[config.mk]
export PLATFORM = sky130hd
export DESIGN_NAME = spi_ctrl
export DESIGN_NICKNAME = d
export VERILOG_FILES = /design/src/hw/rtl/spi_pkg.sv /design/src/hw/rtl/spi_ctrl.sv
export VERILOG_INCLUDE_DIRS = /design/src /design/src/hw/rtl
export SDC_FILE = /design/constraint.sdc
export NUM_CORES = 1
export LEC_CHECK = 0
export ABC_AREA = 1
export BUFFER_PORTS_ARGS = -buffer_cell sky130_fd_sc_hd__buf_2
export CAP_MARGIN = 40
export CORE_MARGIN = 3
export CORE_UTILIZATION = 30
export DETAILED_ROUTE_END_ITERATION = 10
export HOLD_SLACK_MARGIN = 0.08
export SLEW_MARGIN = 10
export SYNTH_ARGS = -nofsm -noshare
export SYNTH_HDL_FRONTEND = slang
export SYNTH_SLANG_ARGS = --single-unit
[constraint.sdc]
create_clock -name clk -period 1.7 [get_ports clk]
set_clock_uncertainty 0.1 [all_clocks]
set_input_delay 0.255 -clock clk [delete_from_list [all_inputs] [get_ports clk]]
set_output_delay 0.255 -clock clk [all_outputs]
set_load 0.005 [all_outputs]
[src/hw/rtl/segment_polyline_intersect_core_assert.svh]
// Assertion macros for the segment/polyline intersection core.
`ifndef SEGMENT_POLYLINE_INTERSECT_CORE_ASSERT_SVH
`define SEGMENT_POLYLINE_INTERSECT_CORE_ASSERT_SVH
`ifndef SYNTH
// Implication checked at every clock edge outside reset.
`define SPI_ASSERT_IMP(label, clk, rst_n, pre, post) \
    label: assert property (@(posedge clk) disable iff (!rst_n) (pre) |-> (post)) \
        else $error("assertion failed");
// Implication whose consequent is checked in the cycle after its trigger.
`define SPI_ASSERT_NEXT(label, clk, rst_n, pre, post) \
    label: assert property (@(posedge clk) disable iff (!rst_n) (pre) |=> (post)) \
        else $error("assertion failed");
`else
`define SPI_ASSERT_IMP(label, clk, rst_n, pre, post)
`define SPI_ASSERT_NEXT(label, clk, rst_n, pre, post)
`endif
`endif

[src/hw/rtl/spi_pkg.sv]
// ----------------------------------------------------------------------------
// spi_pkg
// Shared types and constants of the segment/polyline intersection core.
// ----------------------------------------------------------------------------
package spi_pkg;

    localparam int FRAC_BITS    = 16;
    localparam int MAX_VERTICES = 65536;
    localparam int SEG_CAP      = (MAX_VERTICES - 1) < 65535 ? (MAX_VERTICES - 1) : 65535;
    localparam int VERT_EPS     = 7;
    localparam int CROSS_W      = 68;
    localparam int FCNT_W       = $clog2(FRAC_BITS + 2);

    typedef enum logic [1:0] {
        REG_QSX = 2'd0,
        REG_QSY = 2'd1,
        REG_QEX = 2'd2,
        REG_QEY = 2'd3
    } reg_idx_t;

    // controller -> datapath
    typedef struct packed {
        logic load;    // capture vertex, compute differences
        logic prod;    // compute products step
        logic sum;     // form cross sums
        logic norm;    // normalize signs
        logic div;     // one quotient bit
        logic lerp;    // multiply fraction by deltas
        logic fin;     // round and add
        logic commit;  // update previous vertex
    } dp_cmd_t;

    // datapath -> controller
    typedef struct packed {
        logic bbox_ok;
        logic unit_ok;
        logic div_done;
    } dp_stat_t;

endpackage

[src/hw/rtl/spi_ctrl.sv]
// ----------------------------------------------------------------------------
// spi_ctrl
// Sequencer: vertex transfer, test steps, division loop, result output.
// ----------------------------------------------------------------------------
`include "segment_polyline_intersect_core_assert.svh"
module spi_ctrl (
    input  logic               clk,
    input  logic               rst_n,
    input  logic               in_take,
    input  logic               first,
    input  logic               out_take,
    input  spi_pkg::dp_stat_t  stat,
    output spi_pkg::dp_cmd_t   cmd,
    output logic               busy,
    output logic               out_valid,
    output logic [15:0]        seg_idx
);
    import spi_pkg::*;

    typedef enum logic [3:0] {
        S_IDLE, S_CHK, S_PROD, S_SUM, S_NORM, S_DECIDE, S_DIV, S_LERP, S_FIN, S_OUT
    } state_t;

    state_t      state_reg, state_next;
    logic        pv_reg;
    logic [15:0] cnt_reg, idx_reg;
    logic        test_reg;
    logic        ov_reg;

    always_comb
    begin
        cmd        = '0;
        state_next = state_reg;
        unique case (state_reg)
            S_IDLE:   if (in_take) begin cmd.load = 1'b1; state_next = S_CHK; end
            S_CHK:    state_next = (test_reg && stat.bbox_ok) ? S_PROD : S_IDLE;
            S_PROD:   begin cmd.prod = 1'b1; state_next = S_SUM; end
            S_SUM:    begin cmd.sum = 1'b1; state_next = S_NORM; end
            S_NORM:   begin cmd.norm = 1'b1; state_next = S_DECIDE; end
            S_DECIDE: state_next = stat.unit_ok ? S_DIV : S_IDLE;
            S_DIV:    begin cmd.div = 1'b1; if (stat.div_done) state_next = S_LERP; end
            S_LERP:   begin cmd.lerp = 1'b1; state_next = S_FIN; end
            S_FIN:    begin cmd.fin = 1'b1; state_next = S_OUT; end
            S_OUT:    if (out_take) state_next = S_IDLE;
            default:  state_next = S_IDLE;
        endcase
        cmd.commit = state_reg == S_CHK;
    end

    always_ff @(posedge clk or negedge rst_n)
    begin
        if (!rst_n)
        begin
            state_reg <= S_IDLE;
            pv_reg    <= 1'b0;
            cnt_reg   <= '0;
            idx_reg   <= '0;
            test_reg  <= 1'b0;
            ov_reg    <= 1'b0;
        end
        else
        begin
            state_reg <= state_next;
            ov_reg    <= state_next == S_OUT;
            if (in_take)
            begin
                pv_reg <= 1'b1;
                if (first || !pv_reg)
                begin
                    cnt_reg  <= '0;
                    test_reg <= 1'b0;
                end
                else if (32'(cnt_reg) < 32'(SEG_CAP))
                begin
                    idx_reg  <= cnt_reg;
                    cnt_reg  <= cnt_reg + 1'b1;
                    test_reg <= 1'b1;
                end
                else
                    test_reg <= 1'b0;
            end
        end
    end

    assign busy      = state_reg != S_IDLE;
    assign out_valid = ov_reg;
    assign seg_idx   = idx_reg;

    `SPI_ASSERT_IMP(a_take_idle, clk, rst_n, in_take, state_reg == S_IDLE)
    `SPI_ASSERT_IMP(a_out_state, clk, rst_n, out_valid, state_reg == S_OUT)
    `SPI_ASSERT_NEXT(a_out_release, clk, rst_n, out_valid && out_take, !out_valid)
    `SPI_ASSERT_IMP(a_cnt_cap, clk, rst_n, 1'b1, 32'(cnt_reg) <= 32'(SEG_CAP))

endmodule

# Yosys cells after proc, flatten, opt, wreduce, memory -nomap -nowiden
# Cells that the tools add are included.
# W data, S select, Z words.
[totals]
ff_bits = 39
input_bits = 8
output_inout_bits = 26
[op_classes]
n_addsub = 1
n_lt_le_gt_ge = 1
n_eq_ne = 10
muxes = 18
bitwise_logic = 1
n_reduce_logical = 8
[ops]
columns = ["operator", "count"]
rows = [
  ["$pmux W4 S10", 1],
  ["$mux W16", 2],
  ["$add A16 B1 Y16 const B", 1],
  ["$eq A4 B3 Y1 const B", 4],
  ["$lt A16 B16 Y1 const B", 1],
  ["$eq A4 B4 Y1 const B", 3],
  ["$mux W4", 3],
  ["$mux W1", 10],
  ["$eq A4 B2 Y1 const B", 2],
  ["$eq A4 B1 Y1 const B", 1],
  ["$logic_not A4 Y1", 1],
  ["$reduce_bool A4 Y1", 1],
  ["$mux W3", 1],
  ["$reduce_and A3 Y1", 1],
  ["$mux W2", 1],
  ["$reduce_and A2 Y1", 1],
  ["$reduce_bool A2 Y1", 1],
  ["$logic_and A1 B1 Y1", 1],
  ["$logic_not A1 Y1", 1],
  ["$logic_or A1 B1 Y1", 1],
  ["$not A1 Y1", 1],
]

# Logic depth before layout (Yosys ltp)
[logic_depth]
depth_word = 4
depth_mapped = 10
mapped_depth_nobuf = 9

# Worst setup path before layout
# OpenSTA, ideal clock, no wires.
[synth_path]
path_kind = "register -> register"
startpoint = "register cnt_reg[0]"
endpoint = "register cnt_reg[15]"
setup_ns = 0.117
t_arrival_ns = 1.363
path_slack_ns = 0.119
stages_incl_launch_ff = 10
path_buffers = 1
period_less_slack_ns = 1.581
path_cell_list = "dfrtp_1 > ha_1 > nand2_1 > nor2_4 > nand2_4 > nor2_8 > nor2_2 > buf_2 > nand3_1 > nand2_1"
[synth_between]
elab_chain_cells = 3
[synth_rtl]
columns = ["element", "line", "rtl"]
rows = [
  ["start: declaration", "spi_ctrl.sv:26", "logic [15:0] cnt_reg, idx_reg;"],
  ["start signal: assignment", "spi_ctrl.sv:76", "cnt_reg <= cnt_reg + 1'b1;"],
  ["$add A16 B1 Y16 or $lt A16 B16 Y1 (tied branches)", "spi_ctrl.sv:76, spi_ctrl.sv:73", ""],
  ["$mux W16 or $reduce_bool A2 Y1 (tied branches)", "-", ""],
  ["$mux W16 or $reduce_and A2 Y1 (tied branches)", "-", ""],
]
# Parallel ways exist; a longest one is shown, timed or not. The select of a mux whose other input is x is not followed.
# A chain may end at the register's enable or synchronous reset.

==> metrics.yaml <==
power_and_ir_drop:
  power.density_nw_per_um2: 807
  leakage_nw: 1.43
  totalPowerFinal_mw: 2.04
  peakVddDrop_mv: 0.515
hold_path:
  hold_class: "in2reg"
setup_path:
  endpoint_kind: "primary output"
  slowest_stage: "dfrtp_1"
  start_kind: "register"
  cp.required_ns: 1.34
  path_cells: "inv_1 -> nand2_1 -> nor2_1 -> buf_2"
  crit_type: "reg2out"
  crit_arrival_ns: 1.23
  cp_max_fo: 5
  slowest_delay_ns: 0.42
timing:
  fmax_ghz: 0.630
  finalSetupViolations: 0
  post-route-period-util_pct: 93.3
  fin_hold_ws_ns: 0.110
  post-route-min-period_ns: 1.59
  setup_slack_ns: 0.114
  maxSlewViolCount: 0
  tns_ns: 0
  hold_violations: 0
  relSlewSlack_pct: 64.8
  worst_slew_pin_slew_ns: 0.527
die:
  initial_core_util_pct: 31.1
  die_h_um: 87.4
  fp.dieArea_um2: 7640
  core.rowCount: 29
  fp.dieW_um: 87.4
  pin_count: 34
  core_area_um2: 6390
routing:
  drt-pass1-iter-count: 4
  antenna_left: 0
  routedWlPerCell_um: 11.9
  num_vias: 1786
  drc: 0
  wl_mm: 4.72
  drtIter0Drc: 116
  vias_per_cell: 4.50
clocking:
  cts_tree: "built"
  cts_made_buffers: 5
  cts-root-buf: "clkbuf_8"
  cts_buffer_depth: 2
  cts_sinks: 39
  insertion_delay_ns: 0.29
  h-tree-depth: 2
  cts.clk_slew.worst_paths_ns: 0.07
finish:
  antenna_cells: 0
  fillerInstances: 656
  final_common_cell: "nand2_1"
  fin_nets: 328
  final_cell_mix: "104 x nand2_1, 39 x dfrtp_1, 33 x buf_2, 27 x nor2_1, 23 x nand3_1"
  drive_above_1_share_pct: 24.1
  synthToLayoutAreaGrowth_pct: 27.1
  layoutNonFillerInstCount: 397
grt:
  antenna_found_initial: 0
  track_usage_pct: 12.5
  grt_start_max_net_pins: 32
  grt_pass1_wl_mm: 7.58
  overflow: 0
  grt_pass1_vias: 1675
placed_design:
  dp.cells: 384
  dpl.hpwl_mm: 3.29
  gp_congestion: 0.872
  io_buffers: 33
  place_ws_ns: 0.0637
status:
  status: "finished, final reports clean"
yosys:
  syn-instance-count: 264
  synth_area_um2: 1990
  synth-xor-area-share_pct: 0.882
  synth_compound_area_share_pct: 6.30
  syn_nets: 273
  synth.area.mux_share_pct: 0
  yosysWarnings: 0
  synth_top_family_by_area: "simple AND/OR/NAND/NOR gates"
  synth_seq_area_share_pct: 49.1
  avgSynthCellArea_um2: 7.53
  ys_ff_latch: 39
  ys_types: 23
  synthAdderAreaFrac_pct: 0.630
  synthSimpleGateAreaFrac_pct: 37.5
flow_run:
  max-cap-violations: 0
-- power breakdown --
part	total [mW]	leakage, nW	internal [mW]	switching [mW]
Clock	0.602	0.0422	0.288	0.314
Combinational	0.399	0.859	0.164	0.235
Sequential	1.04	0.529	0.984	0.0535
Total	2.04	1.43	1.44	0.602
-- synth_stat cells --
cell type  number  area [um^2]
nand2_1       105          394
dfrtp_1        39          976
nor2_1         29          109
nand3_1        23          115
inv_1          19         71.3
o21ai_0        18         90.1
buf_2           4         20.0
nand2_2         3         18.8
nor2_2          3         18.8
o21bai_1        3         22.5
clkbuf_1        2         7.51
nand2_4         2         22.5
nor3_1          2         10.0
or2_2           2         12.5
xor2_1          2         17.5
a21oi_1         1         5.00
buf_6           1         11.3
ha_1            1         12.5
nand3b_1        1         7.51
nand4_1         1         6.26
nor2_4          1         11.3
nor2_8          1         20.0
o211ai_1        1         7.51
-- routing by layer --
metal  wire length, um  global-route usage, %
met1              2280                   16.0
met4                49                   3.49
met3               243                   3.22
met2              2150                   21.0
met5                 0                      0
-- worst max-delay path, delay by kind of cell, from the launching register on --
kind	cells	cell delay, ns
buffers and inverters	2	0.26
flip-flops	1	0.42
AND/OR/NAND/NOR	2	0.26
-- logic make-up (layout without fill, tap and decap cells) --
logic type,Yosys count,in the layout
DFF,39,39
buffers and inverters,26,81
adders and majority gates,1,1
xor gates and xnor gates,2,2
and+or+nand+nor,173,174
AOI/OAI and AO/OA,23,23
-- worst paths after layout --
| check | start | endpoint | slack, ns | cells past startpoint |
|---|---|---|---|---|
| worst max-delay path | state_reg[0]$_DFF_PN0_ | cmd[6] | 0.11 | 4 |
| max in group asynchronous | rst_n | cnt_reg[0]$_DFFE_PN0P_ | 0.54 | 3 |
| worst min register to register | pv_reg$_DFFE_PN0P_ | pv_reg$_DFFE_PN0P_ | 0.36 | 2 |
| min in group asynchronous | rst_n | out_valid$_DFF_PN0_ | 0.37 | 2 |
| worst min-delay path | stat[0] | state_reg[0]$_DFF_PN0_ | 0.11 | 3 |
| worst max register to register | cnt_reg[1]$_DFFE_PN0P_ | seg_idx[10]$_DFFE_PN0P_ | 0.12 | 9 |
-- stage by stage --
step | util [%] | area, um^2
2_1_floorplan | - | 1990
3_3_place_gp | 36.8 | 2350
3_5_place_dp | 36.8 | 2350
4_1_cts | 38.3 | 2440
5_1_grt | 39.6 | 2530
6_report | 39.6 | 2530
-- area by class of cell --
cell class | count | area (um^2) | share of cell area (%)
tap | 77 | 96.3 | 3.81
clock buffer | 7 | 76.3 | 3.02
timing repair buffer | 54 | 355 | 14.1
clock inverter | 1 | 5.00 | 0.198
multi-input combinational | 200 | 946 | 37.4
inverter | 19 | 71.3 | 2.82
sequential | 39 | 976 | 38.6
-- what timing repair did --
item,CTS,global route
hold buffers,1,0
gates cloned,0,2
hold endpoints to repair,22,0
endpoints found under the setup margin,1,33
setup buffers,0,2
resized for setup,1,7
pin swaps,0,3
Note: power is estimated with default switching activity, not from simulation.
